### src/bsei_pkg.sv
`timescale 1ns / 1ps
// Shared types, constants and helper functions for the B-spline exposure interpolator.
// Used by bsei_setup, bsei_blend, the top level and the checker.
package bsei_pkg;

    localparam int KNOT_REGS        = 6;
    localparam int MAX_IMAGES_DEF   = 6;
    localparam int SAMPLE_BITS_DEF  = 20;
    localparam int BISECT_STEPS_DEF = 16;

    localparam int TIME_W     = 16;
    localparam int IDX_W      = 3;
    localparam int CFG_ADDR_W = 3;
    localparam int CFG_DATA_W = 16;
    localparam int WGT_W      = 17;

    localparam logic [WGT_W-1:0] ONE_Q16 = 17'h10000;

    // floor(x / 6) == (x * RECIP6) >> RECIP_SHIFT for x < 2^19
    localparam logic signed [21:0] RECIP6      = 22'sd349526;
    localparam int                 RECIP_SHIFT = 21;

    typedef enum logic [CFG_ADDR_W-1:0] {
        CFG_QUERY_TIME  = 3'd0,
        CFG_IMAGE_COUNT = 3'd1,
        CFG_KNOT_0      = 3'd2,
        CFG_KNOT_1      = 3'd3,
        CFG_KNOT_2      = 3'd4,
        CFG_KNOT_3      = 3'd5,
        CFG_KNOT_4      = 3'd6,
        CFG_KNOT_5      = 3'd7
    } t_cfg_reg;

    typedef logic [IDX_W-1:0] t_img_idx;

    typedef struct packed {
        t_img_idx [3:0]              idx;
        logic     [3:0][WGT_W-1:0]   weight;
        logic                        in_range;
    } t_blend_cfg;

    typedef enum logic [2:0] {
        ST_START,
        ST_SEARCH,
        ST_COEF,
        ST_BISECT,
        ST_WEIGHT,
        ST_DONE
    } t_setup_state;

    typedef enum logic [2:0] {
        PH_SQ,
        PH_CU,
        PH_A,
        PH_B,
        PH_C
    } t_bis_phase;

    typedef enum logic [2:0] {
        WP_T2,
        WP_T3,
        WP_U2,
        WP_U3,
        WP_W0,
        WP_W1,
        WP_W2,
        WP_W3
    } t_wgt_phase;

    // Limit a signed image index to 0 .. n-1
    function automatic t_img_idx clamp_index(input logic signed [4:0] v,
                                             input logic [IDX_W-1:0] n);
        logic signed [4:0] hi_lim;
        t_img_idx          r;
        hi_lim = $signed({2'b00, n}) - 5'sd1;
        if (v < 5'sd0) begin
            r = '0;
        end else if (v > hi_lim) begin
            r = hi_lim[IDX_W-1:0];
        end else begin
            r = v[IDX_W-1:0];
        end
        return r;
    endfunction

    // Four images of segment s: clamp(s-2) .. clamp(s+1)
    function automatic logic [3:0][IDX_W-1:0] window_of(input logic [IDX_W-1:0] s,
                                                        input logic [IDX_W-1:0] n);
        logic signed [4:0]        sb;
        logic [3:0][IDX_W-1:0]    w;
        sb   = $signed({2'b00, s});
        w[0] = clamp_index(sb - 5'sd2, n);
        w[1] = clamp_index(sb - 5'sd1, n);
        w[2] = clamp_index(sb, n);
        w[3] = clamp_index(sb + 5'sd1, n);
        return w;
    endfunction

endpackage

### src/bsei_blend.sv
`timescale 1ns / 1ps
// Per-pixel blend pipeline: sample select, four weight products, round and saturate.
// Depends on bsei_pkg for the blend configuration struct.
module bsei_blend #(
    parameter int SAMPLE_BITS = bsei_pkg::SAMPLE_BITS_DEF
) (
    input  logic                                              i_clk,
    input  logic                                              i_rst_n,
    input  logic                                              i_accept,
    input  logic [bsei_pkg::KNOT_REGS-1:0][SAMPLE_BITS-1:0]   i_samples,
    input  bsei_pkg::t_blend_cfg                              i_blend_cfg,
    output logic                                              o_valid,
    output logic [SAMPLE_BITS-1:0]                            o_blended_sample,
    output logic                                              o_query_in_range
);

    localparam int PROD_W = SAMPLE_BITS + bsei_pkg::WGT_W;
    localparam int ACC_W  = PROD_W + 2;
    localparam int SHR_W  = ACC_W - 16;

    logic                   r_s1_vld, r_s2_vld;
    logic [SAMPLE_BITS-1:0] r_s1_smp [4];
    logic [PROD_W-1:0]      r_s2_prod [4];
    logic [ACC_W-1:0]       sum_r;
    logic [SHR_W-1:0]       sum_shr;

    always_ff @(posedge i_clk) begin
        if (!i_rst_n) begin
            r_s1_vld <= 1'b0;
            r_s2_vld <= 1'b0;
            o_valid  <= 1'b0;
        end else begin
            r_s1_vld <= i_accept;
            r_s2_vld <= r_s1_vld;
            o_valid  <= r_s2_vld;
        end
    end

    always_ff @(posedge i_clk) begin
        for (int i = 0; i < 4; i++) begin
            r_s1_smp[i]  <= i_samples[i_blend_cfg.idx[i]];
            r_s2_prod[i] <= PROD_W'(r_s1_smp[i]) * PROD_W'(i_blend_cfg.weight[i]);
        end
    end

    // round half up, then clip to the sample range
    assign sum_r   = ACC_W'(r_s2_prod[0]) + ACC_W'(r_s2_prod[1]) + ACC_W'(r_s2_prod[2])
                   + ACC_W'(r_s2_prod[3]) + ACC_W'(32768);
    assign sum_shr = sum_r[ACC_W-1:16];

    always_ff @(posedge i_clk) begin
        if (|sum_shr[SHR_W-1:SAMPLE_BITS]) begin
            o_blended_sample <= '1;
        end else begin
            o_blended_sample <= sum_shr[SAMPLE_BITS-1:0];
        end
        o_query_in_range <= i_blend_cfg.in_range;
    end

endmodule

### config.mk
export PLATFORM = sky130hd
export DESIGN_NAME = bsei_blend
export DESIGN_NICKNAME = d
export VERILOG_FILES = /design/src/bsei_pkg.sv /design/src/bsei_blend.sv
export SDC_FILE = /design/constraint.sdc
export NUM_CORES = 2
export LEC_CHECK = 0
export BUFFER_PORTS_ARGS = -buffer_cell sky130_fd_sc_hd__clkbuf_2
export CORE_ASPECT_RATIO = 1.5
export CORE_MARGIN = 2
export CORE_UTILIZATION = 65
export CTS_CLUSTER_SIZE = 24
export DETAILED_ROUTE_END_ITERATION = 10
export PLACE_DENSITY = 0.89
export SYNTH_ARGS = -nofsm -noshare
export SYNTH_HDL_FRONTEND = slang
export SYNTH_SLANG_ARGS = --single-unit
### constraint.sdc
create_clock -name i_clk -period 14.44 [get_ports i_clk]
set_clock_uncertainty 0.2 [all_clocks]
set_input_delay 0.722 -clock i_clk [delete_from_list [all_inputs] [get_ports i_clk]]
set_output_delay 0.722 -clock i_clk [all_outputs]
set_load 0.1 [all_outputs]
==> results.cfg <==
[setup_path]
worst-setup-path-type = flop to flop
worst_endpoint_data_arrival_time_ns = 7.52
critical-path-max-stage-delay_ns = 1.14
worst_path_most_repeated_cell = fa_1
worst-r2r-setup-slack_ns = 7.16
crit_path_end = r_s2_prod[0][30]
critPathTopFamily = adder cells
cp_num_buf_inv = 3
worstSetupStartpoint = r_s1_smp[0][11]
crit_required_ns = 14.69
critical_path.reg2reg.endpoint = r_s2_prod[0][30]
timing.rr.start = r_s1_smp[0][11]
critPathLaunchType = flop
path_max_fanout = 17
timing.critical_path.to_type = flop
crit_path_cell_trace = nand2_1, fa_1, fa_1, fa_1, inv_1, fa_1, fa_1, inv_1, fa_1, inv_1, ha_1, o21ai_1, nand2b_1, a21oi_1, o21a_1, a31oi_1, a21oi_1, o21ba_1, o21bai_1, a21oi_1, xnor2_1
crit_cells = 21
cpMaxStageDelayCell = dfxtp_1
timing.reg2reg.worst_path_depth = 21

[drt]
drt_first_iter_violations = 3513
drtAntennaViolNets = 0
drt-wirelength-per-cell_um = 22.68
viasPerCell = 6.076
via_count = 43560
drt_pre_antenna_iters = 6
aggregate_routed_wire_length_mm = 162.6
route.detailed.drc = 0

[sta]
final_hold_viol_count = 0
worst-slew-pin-transition_ns = 1.223
finalSetupTns_ns = 0
finalWorstPathRequiredPeriod_ns = 7.277
final_max_slew_viol_count = 0
max-slew-margin-rel_pct = 18.38
unrepaired_setup_endpoints_after_global_routing = false
fmax_ghz = 0.1374
finalSetupViolations = 0
final.period_utilization_pct = 50.39
worst_slack_ns = 7.163

[logic_synthesis]
yosys_most_used_dff = dfxtp_1
synthesis.nets = 7859
synth_area_per_cell_um2 = 9.284
synth_simple_gate_area_share_pct = 14.32
number_of_enable_flip_flop_cells_after_synthesis = 0
synthXorXnorAreaFrac_pct = 2.283
synth.yosys.seq_area_share_pct = 9.070
synth.cell_area_um2 = 55620
yosysWarningCount = 0
dominant_combinational_cell_family_by_area_after_synthesis = adder cells
syn_inst = 5991
synth.area.mux_share_pct = 4.697
yosys_register_bits = 252
synth_adder_area_share_pct = 52.94
ys_types = 69
synthArstFlopShare_pct = 0
synth-compound-area-share_pct = 5.628

[layout]
fin_nets = 7871
area.growth.synth_to_final_pct = 5.111
final_layout_size_suffix_gt1_share_pct = 6.770
layout.cell_area.non_filler_um2 = 58460

[place]
place_area_um2 = 57340
post-dp-hpwl_mm = 127.5
dp_worst_setup_slack_ns = 7.122
port-buffer-count = 225
gp_congestion = 0.9902

[clock_tree]
cts_setup_buffers = 0
clkLatencyLatePin_ns = 0.60
cts_buffer_depth = 3
cts_tree = yes
clkSlewWorstSetupHoldPaths_ns = 0.07
cts_root_buffer_type = clkbuf_16
cts-resized-gates = 0
htree_levels = 1
cts_sinks = 252
cts_buffers = 30
cts_hold_buffers = 0

[floorplan]
die_x_um = 242.8
dieHeight_um = 362.3
io_pins = 226
dieArea_um2 = 87970
core.rowCount = 131
floorplan.initialDensity_pct = 65.51
floorplan.core_area_um2 = 84900

[global_route]
globalRoute.totalOverflow = 0
first_global_vias = 48800
antenna_found_initial = 26
grt_first_pass_wirelength_mm = 257.9
grtUsageTotal_pct = 38.21
grt_max_degree = 41

[worst_hold_path]
worstHoldPathType = input port to flop

[outcome]
outcome = complete, no violations

[run]
maxCapViolCount = 0
[state kept, by name (all words and copies together) (netlist names)]
register,flops
o_blended_sample,20
o_query_in_range,1
o_valid,1
r_s1_smp,80
r_s1_vld,1
r_s2_prod,148
r_s2_vld,1
[final cells by class]
type	instances	area (µm²)
antenna	13	32.53
fill	6133	26440
tap	1130	1414
multi-input combinational	4100	44420
inverter	1364	5120
clock inverter	20	244.0
clock buffer	36	834.6
timing repair buffer	255	1351
sequential	252	5045
[Yosys cell counts, drive strengths merged (25+ instances only)]
cell type	number	share of area, %
inv	1364	9.2
fa	1149	41
nand2	847	5.7
and2	578	6.5
ha	515	12
clkbuf	253	1.7
dfxtp	252	9.1
a21oi	137	1.3
xnor2	109	1.7
o22ai	85	0.96
mux2i	81	1.5
nor2	81	0.55
mux4	80	3.2
a21o	60	0.81
o21ai	58	0.53
nand3	36	0.32
xor2	36	0.57
nand2b	35	0.39
o21a	32	0.43
o21bai	25	0.34
[worst min-delay path by stage]
stage                     depth (start not counted)  slack (ns)            from          endpoint
after floorplan                                   1        0.21        r_s2_vld           o_valid
after global placement                            1        0.21        r_s2_vld           o_valid
after detailed placement                          1        0.22        r_s2_vld           o_valid
after CTS                                         1       0.007  i_blend_cfg[0]  o_query_in_range
after global routing                              1        0.01  i_blend_cfg[0]  o_query_in_range
final                                             1        0.02  i_blend_cfg[0]  o_query_in_range
[worst reg2reg max path: cells and delay by family (launching register included)]
family	cells	cell delay [ns]
buffers and inverters	3	0.18
adders and majority gates	7	3.49
DFF	1	1.14
xor gates and xnor gates	1	0.35
AOI/OAI and AO/OA	8	1.53
and+or+nand+nor	2	0.29
[stage by stage]
step	cells	util, %	hold WS (ns)
after floorplan	5991	-	0.2057
after global placement	7100	67.54	0.2103
after detailed placement	7100	67.54	0.2210
after CTS	7156	68.81	0.007485
after global routing	7169	68.85	0.009686
final	7170	68.86	0.02374
[per-layer routing]
layer,GRT usage (%),vias to the layer above,wire length (µm)
met5,0,-,102
met4,33.50,16,17150
met3,9.851,1033,17860
met2,62.15,2783,76720
met1,41.47,21650,50760
li1,-,18090,-
[cell usage in the layout (no fill, tap or decap), types with 5 or more instances in the layout]
cell and instances:
o211ai_1 9, o31ai_1 7, o21bai_1 25, clkbuf_2 221, inv_1 1363, o21ai_1 18
o21a_1 32, buf_4 30, mux4_2 80, or2_2 5, nand4_1 13, nor2_1 81
fa_1 1149, a21o_1 60, a21oi_1 134, o41ai_1 5, and3_1 6, xnor2_1 109
ha_1 515, a211oi_1 10, diode_2 13, nand2b_1 35, nand2_1 847, nand3_1 36
xor2_1 36, a31oi_1 9, dfxtp_1 252, o31a_1 5, mux2i_1 81, clkbuf_16 31
o22ai_1 85, nor2b_1 16, inv_8 7, nor3_1 17, and2_1 578, o21ai_0 39
[kinds of logic (layout without fill, tap and decap cells)]
kind of cell | count (synthesis) | in the layout
XOR/XNOR | 145 | 145
other | 0 | 13
AO/OA/AOI/OAI | 478 | 478
buffers and inverters | 1639 | 1675
AND/OR/NAND/NOR | 1652 | 1652
adder cells (fa/ha/maj) | 1664 | 1664
multiplexers | 161 | 161
flip-flops | 252 | 252
Power is not shown: default switching activity piles up to over one toggle a cycle in this logic, so the estimate is an artifact.
