`src/bsei_pkg.sv`:
```
`timescale 1ns / 1ps
// Shared types, constants and helper functions for the B-spline exposure interpolator.
// Used by bsei_setup, bsei_blend, the top level and the checker.
package bsei_pkg;

    localparam int KNOT_REGS        = 6;
    localparam int MAX_IMAGES_DEF   = 6;
    localparam int SAMPLE_BITS_DEF  = 20;
    localparam int BISECT_STEPS_DEF = 16;

    localparam int TIME_W     = 16;
    localparam int IDX_W      = 3;
    localparam int CFG_ADDR_W = 3;
    localparam int CFG_DATA_W = 16;
    localparam int WGT_W      = 17;

    localparam logic [WGT_W-1:0] ONE_Q16 = 17'h10000;

    // floor(x / 6) == (x * RECIP6) >> RECIP_SHIFT for x < 2^19
    localparam logic signed [21:0] RECIP6      = 22'sd349526;
    localparam int                 RECIP_SHIFT = 21;

    typedef enum logic [CFG_ADDR_W-1:0] {
        CFG_QUERY_TIME  = 3'd0,
        CFG_IMAGE_COUNT = 3'd1,
        CFG_KNOT_0      = 3'd2,
        CFG_KNOT_1      = 3'd3,
        CFG_KNOT_2      = 3'd4,
        CFG_KNOT_3      = 3'd5,
        CFG_KNOT_4      = 3'd6,
        CFG_KNOT_5      = 3'd7
    } t_cfg_reg;

    typedef logic [IDX_W-1:0] t_img_idx;

    typedef struct packed {
        t_img_idx [3:0]              idx;
        logic     [3:0][WGT_W-1:0]   weight;
        logic                        in_range;
    } t_blend_cfg;

    typedef enum logic [2:0] {
        ST_START,
        ST_SEARCH,
        ST_COEF,
        ST_BISECT,
        ST_WEIGHT,
        ST_DONE
    } t_setup_state;

    typedef enum logic [2:0] {
        PH_SQ,
        PH_CU,
        PH_A,
        PH_B,
        PH_C
    } t_bis_phase;

    typedef enum logic [2:0] {
        WP_T2,
        WP_T3,
        WP_U2,
        WP_U3,
        WP_W0,
        WP_W1,
        WP_W2,
        WP_W3
    } t_wgt_phase;

    // Limit a signed image index to 0 .. n-1
    function automatic t_img_idx clamp_index(input logic signed [4:0] v,
                                             input logic [IDX_W-1:0] n);
        logic signed [4:0] hi_lim;
        t_img_idx          r;
        hi_lim = $signed({2'b00, n}) - 5'sd1;
        if (v < 5'sd0) begin
            r = '0;
        end else if (v > hi_lim) begin
            r = hi_lim[IDX_W-1:0];
        end else begin
            r = v[IDX_W-1:0];
        end
        return r;
    endfunction

    // Four images of segment s: clamp(s-2) .. clamp(s+1)
    function automatic logic [3:0][IDX_W-1:0] window_of(input logic [IDX_W-1:0] s,
                                                        input logic [IDX_W-1:0] n);
        logic signed [4:0]        sb;
        logic [3:0][IDX_W-1:0]    w;
        sb   = $signed({2'b00, s});
        w[0] = clamp_index(sb - 5'sd2, n);
        w[1] = clamp_index(sb - 5'sd1, n);
        w[2] = clamp_index(sb, n);
        w[3] = clamp_index(sb + 5'sd1, n);
        return w;
    endfunction

endpackage

```
`src/bsei_setup.sv`:
```
`timescale 1ns / 1ps
// Configuration registers and setup sequencer: segment search, bisection for t, basis weights.
// Depends on bsei_pkg. One shared 22x22 multiplier serves bisection and weight phases.
module bsei_setup #(
    parameter int MAX_IMAGES   = bsei_pkg::MAX_IMAGES_DEF,
    parameter int BISECT_STEPS = bsei_pkg::BISECT_STEPS_DEF
) (
    input  logic                              i_clk,
    input  logic                              i_rst_n,
    input  logic                              i_cfg_we,
    input  logic [bsei_pkg::CFG_ADDR_W-1:0]   i_cfg_idx,
    input  logic [bsei_pkg::CFG_DATA_W-1:0]   i_cfg_data,
    output logic                              o_busy,
    output bsei_pkg::t_blend_cfg              o_blend_cfg
);

    localparam int N_MAX  = (MAX_IMAGES < bsei_pkg::KNOT_REGS) ? MAX_IMAGES
                                                               : bsei_pkg::KNOT_REGS;
    localparam int STEP_W = $clog2(BISECT_STEPS);
    localparam int TW     = bsei_pkg::TIME_W;
    localparam int IW     = bsei_pkg::IDX_W;
    localparam int WW     = bsei_pkg::WGT_W;

    // configuration registers
    logic [TW-1:0] r_query;
    logic [IW-1:0] r_count;
    logic [TW-1:0] r_knot [bsei_pkg::KNOT_REGS];

    // sequencer state
    bsei_pkg::t_setup_state r_state, n_state;
    bsei_pkg::t_bis_phase   r_bph;
    bsei_pkg::t_wgt_phase   r_wph;
    logic                   r_done;
    logic [IW-1:0]          r_seg;
    logic [STEP_W-1:0]      r_step;
    logic [WW-1:0]          r_w [4];
    logic                   r_in_range;

    // working registers
    logic [TW-1:0]          r_win [4];
    logic signed [20:0]     r_coef_a, r_coef_b, r_coef_c, r_dq;
    logic [WW-1:0]          r_lo, r_hi, r_t2, r_t3, r_u2, r_u3;
    logic signed [41:0]     r_acc;

    logic [IW-1:0]          cnt_n, seg_last, rd_addr;
    logic [TW-1:0]          knot_rd, first_t, last_t;
    logic                   q_out, q_first, q_last, hit, last_step;
    logic [18:0]            q6, end6;
    logic [WW-1:0]          mid, u_val;
    logic signed [21:0]     mul_a, mul_b;
    logic signed [43:0]     mul_p;
    logic signed [41:0]     sum_c, dq_q16;
    logic                   below;
    logic signed [21:0]     t2s, t3s, num1, num2, div_in;
    logic signed [20:0]     k0s, k1s, k2s, k3s, qs;

    // ---------------- configuration port ----------------
    always_ff @(posedge i_clk) begin
        if (!i_rst_n) begin
            r_query <= '0;
            r_count <= IW'(2);
            for (int i = 0; i < bsei_pkg::KNOT_REGS; i++) begin
                r_knot[i] <= TW'(i);
            end
        end else if (i_cfg_we) begin
            unique case (bsei_pkg::t_cfg_reg'(i_cfg_idx))
                bsei_pkg::CFG_QUERY_TIME:  r_query <= i_cfg_data[TW-1:0];
                bsei_pkg::CFG_IMAGE_COUNT: r_count <= i_cfg_data[IW-1:0];
                default: r_knot[IW'(i_cfg_idx - bsei_pkg::CFG_KNOT_0)] <= i_cfg_data[TW-1:0];
            endcase
        end
    end

    // ---------------- shared decode ----------------
    always_comb begin
        if (r_count < IW'(2)) begin
            cnt_n = IW'(2);
        end else if (r_count > IW'(N_MAX)) begin
            cnt_n = IW'(N_MAX);
        end else begin
            cnt_n = r_count;
        end
    end

    assign seg_last = cnt_n + IW'(1);
    // addressed read port into the knot registers; knots 0 and 1 are also read directly
    assign rd_addr  = (r_state == bsei_pkg::ST_START) ? (cnt_n - IW'(1))
                    : bsei_pkg::clamp_index($signed({2'b00, r_seg}) + 5'sd2, cnt_n);
    assign knot_rd  = r_knot[rd_addr];
    assign first_t  = r_knot[0];
    assign last_t   = knot_rd;

    assign q_out   = (r_query < first_t) || (r_query > last_t);
    assign q_first = (r_query == first_t);
    assign q_last  = (r_query == last_t);

    assign q6   = 19'(r_query) * 19'd6;
    assign end6 = 19'(r_win[1]) + {1'b0, r_win[2], 2'b00} + 19'(r_win[3]);
    assign hit  = (q6 <= end6);

    assign mid       = WW'((18'(r_lo) + 18'(r_hi)) >> 1);
    assign u_val     = bsei_pkg::ONE_Q16 - r_hi;
    assign last_step = (r_step == STEP_W'(BISECT_STEPS - 1));

    assign k0s = $signed({5'b0, r_win[0]});
    assign k1s = $signed({5'b0, r_win[1]});
    assign k2s = $signed({5'b0, r_win[2]});
    assign k3s = $signed({5'b0, r_win[3]});
    assign qs  = $signed({5'b0, r_query});

    assign t2s  = $signed({5'b0, r_t2});
    assign t3s  = $signed({5'b0, r_t3});
    assign num1 = 22'sd262144 - 22'sd6 * t2s + 22'sd3 * t3s;
    assign num2 = 22'sd65536 + 22'sd3 * $signed({5'b0, r_hi}) + 22'sd3 * t2s - 22'sd3 * t3s;

    always_comb begin
        case (r_wph)
            bsei_pkg::WP_W0: div_in = $signed({5'b0, r_u3});
            bsei_pkg::WP_W1: div_in = (num1 < 22'sd0) ? 22'sd0 : num1;
            bsei_pkg::WP_W2: div_in = (num2 < 22'sd0) ? 22'sd0 : num2;
            default:         div_in = t3s;
        endcase
    end

    // shared multiplier operand selection
    always_comb begin
        mul_a = '0;
        mul_b = '0;
        if (r_state == bsei_pkg::ST_BISECT) begin
            case (r_bph)
                bsei_pkg::PH_SQ: begin
                    mul_a = $signed({5'b0, mid});
                    mul_b = $signed({5'b0, mid});
                end
                bsei_pkg::PH_CU: begin
                    mul_a = t2s;
                    mul_b = $signed({5'b0, mid});
                end
                bsei_pkg::PH_A: begin
                    mul_a = 22'(r_coef_a);
                    mul_b = t3s;
                end
                bsei_pkg::PH_B: begin
                    mul_a = 22'(r_coef_b);
                    mul_b = t2s;
                end
                default: begin
                    mul_a = 22'(r_coef_c);
                    mul_b = $signed({5'b0, mid});
                end
            endcase
        end else if (r_state == bsei_pkg::ST_WEIGHT) begin
            case (r_wph)
                bsei_pkg::WP_T2: begin
                    mul_a = $signed({5'b0, r_hi});
                    mul_b = $signed({5'b0, r_hi});
                end
                bsei_pkg::WP_T3: begin
                    mul_a = t2s;
                    mul_b = $signed({5'b0, r_hi});
                end
                bsei_pkg::WP_U2: begin
                    mul_a = $signed({5'b0, u_val});
                    mul_b = $signed({5'b0, u_val});
                end
                bsei_pkg::WP_U3: begin
                    mul_a = $signed({5'b0, r_u2});
                    mul_b = $signed({5'b0, u_val});
                end
                default: begin
                    mul_a = div_in + 22'sd3;
                    mul_b = bsei_pkg::RECIP6;
                end
            endcase
        end
    end

    assign mul_p  = mul_a * mul_b;
    assign sum_c  = r_acc + 42'(mul_p);
    assign dq_q16 = {{5{r_dq[20]}}, r_dq, 16'b0};
    assign below  = (sum_c < dq_q16);

    // ---------------- state machine ----------------
    always_ff @(posedge i_clk) begin
        if (!i_rst_n) begin
            r_state <= bsei_pkg::ST_START;
            r_done  <= 1'b0;
        end else begin
            r_state <= n_state;
            r_done  <= (n_state == bsei_pkg::ST_DONE);
        end
    end

    always_comb begin
        n_state = r_state;
        unique case (r_state)
            bsei_pkg::ST_START: begin
                if (q_out || q_first || q_last) begin
                    n_state = bsei_pkg::ST_DONE;
                end else begin
                    n_state = bsei_pkg::ST_SEARCH;
                end
            end
            bsei_pkg::ST_SEARCH: begin
                if ((r_seg == seg_last) || hit) begin
                    n_state = bsei_pkg::ST_COEF;
                end
            end
            bsei_pkg::ST_COEF: n_state = bsei_pkg::ST_BISECT;
            bsei_pkg::ST_BISECT: begin
                if ((r_bph == bsei_pkg::PH_C) && last_step) begin
                    n_state = bsei_pkg::ST_WEIGHT;
                end
            end
            bsei_pkg::ST_WEIGHT: begin
                if (r_wph == bsei_pkg::WP_W3) begin
                    n_state = bsei_pkg::ST_DONE;
                end
            end
            bsei_pkg::ST_DONE: n_state = bsei_pkg::ST_DONE;
            default: n_state = bsei_pkg::ST_START;
        endcase
        // any register write restarts the setup
        if (i_cfg_we) begin
            n_state = bsei_pkg::ST_START;
        end
    end

    // ---------------- control registers ----------------
    always_ff @(posedge i_clk) begin
        if (!i_rst_n) begin
            r_seg      <= '0;
            r_step     <= '0;
            r_bph      <= bsei_pkg::PH_SQ;
            r_wph      <= bsei_pkg::WP_T2;
            r_in_range <= 1'b0;
            for (int i = 0; i < 4; i++) begin
                r_w[i] <= '0;
            end
        end else begin
            case (r_state)
                bsei_pkg::ST_START: begin
                    r_seg      <= '0;
                    r_in_range <= !q_out;
                    for (int i = 0; i < 4; i++) begin
                        r_w[i] <= '0;
                    end
                    if (!q_out && q_first) begin
                        r_w[0] <= bsei_pkg::ONE_Q16;
                    end else if (!q_out && q_last) begin
                        r_seg  <= seg_last;
                        r_w[0] <= bsei_pkg::ONE_Q16;
                    end
                end
                bsei_pkg::ST_SEARCH: begin
                    if (!((r_seg == seg_last) || hit)) begin
                        r_seg <= r_seg + IW'(1);
                    end
                end
                bsei_pkg::ST_COEF: begin
                    r_step <= '0;
                    r_bph  <= bsei_pkg::PH_SQ;
                end
                bsei_pkg::ST_BISECT: begin
                    case (r_bph)
                        bsei_pkg::PH_SQ: r_bph <= bsei_pkg::PH_CU;
                        bsei_pkg::PH_CU: r_bph <= bsei_pkg::PH_A;
                        bsei_pkg::PH_A:  r_bph <= bsei_pkg::PH_B;
                        bsei_pkg::PH_B:  r_bph <= bsei_pkg::PH_C;
                        default: begin
                            r_bph  <= bsei_pkg::PH_SQ;
                            r_step <= r_step + STEP_W'(1);
                            r_wph  <= bsei_pkg::WP_T2;
                        end
                    endcase
                end
                bsei_pkg::ST_WEIGHT: begin
                    case (r_wph)
                        bsei_pkg::WP_T2: r_wph <= bsei_pkg::WP_T3;
                        bsei_pkg::WP_T3: r_wph <= bsei_pkg::WP_U2;
                        bsei_pkg::WP_U2: r_wph <= bsei_pkg::WP_U3;
                        bsei_pkg::WP_U3: r_wph <= bsei_pkg::WP_W0;
                        bsei_pkg::WP_W0: begin
                            r_w[0] <= mul_p[bsei_pkg::RECIP_SHIFT +: WW];
                            r_wph  <= bsei_pkg::WP_W1;
                        end
                        bsei_pkg::WP_W1: begin
                            r_w[1] <= mul_p[bsei_pkg::RECIP_SHIFT +: WW];
                            r_wph  <= bsei_pkg::WP_W2;
                        end
                        bsei_pkg::WP_W2: begin
                            r_w[2] <= mul_p[bsei_pkg::RECIP_SHIFT +: WW];
                            r_wph  <= bsei_pkg::WP_W3;
                        end
                        default: begin
                            r_w[3] <= mul_p[bsei_pkg::RECIP_SHIFT +: WW];
                        end
                    endcase
                end
                default: ;
            endcase
        end
    end

    // ---------------- working registers ----------------
    always_ff @(posedge i_clk) begin
        case (r_state)
            bsei_pkg::ST_START: begin
                // window of segment zero
                r_win[0] <= first_t;
                r_win[1] <= first_t;
                r_win[2] <= first_t;
                r_win[3] <= r_knot[1];
            end
            bsei_pkg::ST_SEARCH: begin
                if (!((r_seg == seg_last) || hit)) begin
                    r_win[0] <= r_win[1];
                    r_win[1] <= r_win[2];
                    r_win[2] <= r_win[3];
                    r_win[3] <= knot_rd;
                end
            end
            bsei_pkg::ST_COEF: begin
                r_coef_a <= k3s - k0s + 21'sd3 * (k1s - k2s);
                r_coef_b <= 21'sd3 * k0s - 21'sd6 * k1s + 21'sd3 * k2s;
                r_coef_c <= 21'sd3 * (k2s - k0s);
                r_dq     <= 21'sd6 * qs - (k0s + 21'sd4 * k1s + k2s);
                r_lo     <= '0;
                r_hi     <= bsei_pkg::ONE_Q16;
            end
            bsei_pkg::ST_BISECT: begin
                case (r_bph)
                    bsei_pkg::PH_SQ: r_t2  <= mul_p[16 +: WW];
                    bsei_pkg::PH_CU: r_t3  <= mul_p[16 +: WW];
                    bsei_pkg::PH_A:  r_acc <= 42'(mul_p);
                    bsei_pkg::PH_B:  r_acc <= sum_c;
                    default: begin
                        if (below) begin
                            r_lo <= mid;
                        end else begin
                            r_hi <= mid;
                        end
                    end
                endcase
            end
            bsei_pkg::ST_WEIGHT: begin
                case (r_wph)
                    bsei_pkg::WP_T2: r_t2 <= mul_p[16 +: WW];
                    bsei_pkg::WP_T3: r_t3 <= mul_p[16 +: WW];
                    bsei_pkg::WP_U2: r_u2 <= mul_p[16 +: WW];
                    bsei_pkg::WP_U3: r_u3 <= mul_p[16 +: WW];
                    default: ;
                endcase
            end
            default: ;
        endcase
    end

    assign o_busy = !r_done;

    always_comb begin
        o_blend_cfg.idx      = bsei_pkg::window_of(r_seg, cnt_n);
        o_blend_cfg.in_range = r_in_range;
        for (int i = 0; i < 4; i++) begin
            o_blend_cfg.weight[i] = r_w[i];
        end
    end

endmodule

```
`config.mk`:
```
export PLATFORM = sky130hd
export DESIGN_NAME = bsei_setup
export DESIGN_NICKNAME = d
export VERILOG_FILES = /design/src/bsei_pkg.sv /design/src/bsei_setup.sv
export SDC_FILE = /design/constraint.sdc
export NUM_CORES = 2
export LEC_CHECK = 0
export BUFFER_PORTS_ARGS = -buffer_cell sky130_fd_sc_hd__buf_2
export CAP_MARGIN = 20
export CORE_MARGIN = 10
export CORE_UTILIZATION = 30
export DETAILED_ROUTE_END_ITERATION = 8
export HOLD_SLACK_MARGIN = 0.02
export PLACE_DENSITY_LB_ADDON = 0.15
export SLEW_MARGIN = 20
export SYNTH_ARGS = -nofsm -noshare
export SYNTH_HDL_FRONTEND = slang
export SYNTH_SLANG_ARGS = --single-unit
export TNS_END_PERCENT = 5
```
`constraint.sdc`:
```
create_clock -name i_clk -period 22.2 [get_ports i_clk]
set_clock_uncertainty 0.2 [all_clocks]
set_input_delay 1.11 -clock i_clk [delete_from_list [all_inputs] [get_ports i_clk]]
set_output_delay 1.11 -clock i_clk [all_outputs]
set_load 0.01 [all_outputs]
```
==> impl_metrics.py <==
metrics = {
    "status": {
        "status": "finished, final reports clean",
    },
    "detailed_routing": {
        "drcViolationCount": 0,
        "drt-total-wl_um": 198000,
        "vias_per_cell": 5.00,
        "dr.first_iter.drc_count": 2943,
        "detail-route-antenna-nets": 0,
        "vias": 44600,
        "first_pass_iters": 6,
        "wire_per_inst_um": 22.2,
    },
    "clocking": {
        "cts_max_level": 3,
        "postCtsHoldBufs": 0,
        "cts_buffers": 72,
        "cts_tree": "built",
        "clk_pin_slew_ns": 0.06,
        "cts_max_path_buffers": 3,
        "clkLatencyLatePin_ns": 0.72,
        "root_buffer": "clkbuf_16",
        "cts_sinks": 523,
    },
    "synthesis": {
        "syn_inst": 6221,
        "synthFlopType": "edfxtp_1",
        "synth-edff-count": 452,
        "ys_warn_count": 0,
        "synth-seq-cells": 523,
        "async_flop_share_pct": 0,
        "synth.avg_cell_area_sq_um": 9.34,
        "yosysUniqueCellTypes": 105,
        "syn_area_sq_um": 58100,
        "seq_area_frac_synth_pct": 25.8,
    },
    "global_route": {
        "grt_pass1_wl_um": 298000,
        "grt_pass1_vias": 46200,
        "grt_max_degree": 79,
        "gr-total-overflow": 0,
        "grt_util_all_layers_pct": 18.5,
        "antenna_found_initial": 8,
    },
    "run": {
        "maxCapViolCount": 0,
    },
    "setup_path": {
        "cp_slowest_stage_delay_ns": 0.82,
        "start_kind": "flip-flop",
        "r2r_setup_slack_ns": 1.32,
        "worstPathArrival_ns": 21.04,
        "rr_startpoint": "r_t3[0]",
        "crit_family": "compound AO/OA/AOI/OAI gates",
        "cp-end-kind": "flip-flop",
        "reg2reg_depth": 80,
        "cp_max_fo": 17,
        "critPathSlowestCell": "xnor2_1",
        "required_ns": 22.36,
        "cpMostUsedCell": "fa_1",
        "worstSetupPathType": "reg2reg",
        "reg2reg_to": "r_hi[0]",
        "path_buf_inv": 11,
    },
    "floorplanning": {
        "num_rows": 161,
        "ios": 104,
        "die_area_sq_um": 212000,
        "die_width_um": 460,
        "start_util_pct": 30.2,
        "die_h_um": 460,
        "coreArea_sq_um": 193000,
    },
    "timing": {
        "timing.final.crit_share_pct": 94.0,
        "drv_slew": 0,
        "tns_ns": 0,
        "period_needed_ns": 20.88,
        "maxSlewHeadroom_pct": 29.7,
        "fmax_mhz": 47.9,
        "setup_ws_ns": 1.32,
        "setup_viol": 0,
        "tightest_slew_ns": 1.05,
        "finalHoldViolations": 0,
        "rsz0062_at_grt": "false",
    },
    "finish": {
        "nets": 7503,
        "final_common_cell": "inv_1",
        "syn2layout_area_growth_pct": 11.2,
        "layout_common_cells": "inv_1 (1050), nand2_1 (629), ha_1 (598)",
        "drive_above_1_share_pct": 7.61,
    },
    "placement": {
        "post-dp-hpwl_um": 161000,
        "port_buffers": 103,
        "place_congestion": 0.882,
        "post-place-ws_ns": 0.556,
    },
    "worst_hold_path": {
        "hold_class": "reg2reg",
        "hold_end": "r_w[2][1]",
        "whs_path_depth": 1,
        "min_from": "r_w[2][1]",
    },
    "power_and_ir_drop": {
        "power_density_nw_per_um2": 92.0,
        "ir_worst_vdd_mv": 0.0770,
        "total_power_mw": 5.94,
        "power_leakage_nw": 28.9,
    },
}
==> cell usage after synthesis, types with 18 or more instances <==
cell type | count | area [sq um]
a211oi_1 | 28 | 210
a21boi_0 | 38 | 285
a21o_1 | 92 | 691
a21oi_1 | 381 | 1910
a221oi_1 | 20 | 175
a22o_1 | 22 | 193
a22oi_1 | 40 | 300
a31oi_1 | 32 | 200
and2_1 | 112 | 701
and3_1 | 27 | 169
buf_2 | 23 | 115
clkbuf_1 | 122 | 458
dfxtp_1 | 71 | 1420
edfxtp_1 | 452 | 13600
fa_1 | 550 | 11000
ha_1 | 598 | 7480
inv_1 | 1054 | 3960
mux2_2 | 18 | 203
mux2i_1 | 47 | 470
mux4_2 | 34 | 766
nand2_1 | 629 | 2360
nand2b_1 | 72 | 450
nand3_1 | 57 | 285
nand4_1 | 34 | 213
nor2_1 | 456 | 1710
nor2b_1 | 71 | 444
nor3_1 | 82 | 410
o211ai_1 | 18 | 135
o21a_1 | 58 | 435
o21ai_0 | 276 | 1380
o21bai_1 | 94 | 706
o22ai_1 | 18 | 113
or3_1 | 22 | 138
xnor2_1 | 235 | 2060
xor2_1 | 91 | 797
==> routing by layer <==
layer / vias to the layer above / share of wire [%] / track usage (%) / wire, um
met1: 22200 / 44 / 24.1 / 87000
met5: - / 0 / 0 / 0
met3: 284 / 4.2 / 2.31 / 8320
met4: 0 / 4.5 / 7.14 / 8970
li1: 21100 / - / - / -
met2: 1015 / 47 / 31.3 / 93400
==> cells by family after synthesis <==
family,synth area share [%]
compound gates,13.7
xor+xnor,4.91
fa+ha+maj,31.8
buf+inv,8.15
flops,25.8
mux,2.48
other cells,0.00645
simple gates,13.1
==> how the worst max path moves through the flow <==
| stage | start | end | slack, ns | cells after the start |
|---|---|---|---|---|
| 6_report | r_t3[0] | r_hi[0] | 1.32 | 80 |
| 5_1_grt | r_t3[1] | r_hi[0] | 0.0003 | 78 |
| 2_1_floorplan | r_t3[1] | r_lo[0] | 4.11 | 79 |
| 3_5_place_dp | r_t3[0] | r_lo[4] | 0.56 | 75 |
| 3_3_place_gp | r_t3[0] | r_lo[4] | 0.70 | 75 |
| 4_1_cts | r_t3[0] | r_lo[0] | 0.43 | 75 |
==> power breakdown <==
group          switching [mW]  total, mW  leakage [nW]  internal, mW
combinational            1.98       3.32          22.9          1.34
clock                   0.520       1.26          1.21         0.738
sequential             0.0733       1.36          4.83          1.29
total                    2.58       5.94          28.9          3.36
==> final cells by class <==
cell class              count  area (sq um)
diodes                      1          2.50
clock buffers              91          1940
clock inverters            39           603
fillers                 20000        128000
inverters                1054          3960
multi-input cells        4472         38600
flip-flops and latches    523         15000
well taps                2526          3160
repair buffers            210          1320
==> state kept, by name (all words and copies together), names as in the netlist <==
| register | count |
|---|---|
| r_in_range | 1 |
| r_hi | 17 |
| r_win | 64 |
| r_w | 68 |
| r_coef_a | 21 |
| r_bph | 3 |
| r_seg | 3 |
| r_state | 3 |
| r_count | 3 |
| r_acc | 42 |
| r_coef_c | 19 |
| r_t3 | 17 |
| r_t2 | 17 |
| r_u3 | 17 |
| r_step | 4 |
| r_query | 16 |
| r_lo | 17 |
| r_dq | 21 |
| r_knot | 128 |
| r_coef_b | 21 |
| r_wph | 3 |
| r_done | 1 |
| r_u2 | 17 |
==> repair_timing <==
| item | 4_1_cts | 5_1_grt |
|---|---|---|
| gates resized for setup | 0 | 11 |
| buffers inserted | 0 | 4 |
| setup endpoints to repair | 0 | 34 |
==> per-stage QoR <==
step                      utilization [%]  hold WS, ns  instances  area [sq um]
after global routing                 33.5        0.303       8915         64600
final                                33.6        0.273       8916         64600
after global placement               32.2        0.259       8780         62000
after floorplan                         -        0.260       6223         58100
after CTS                            33.5        0.273       8910         64500
after detailed placement             32.2        0.257       8780         62000
No activity file was read; power rests on OpenSTA's default activity.
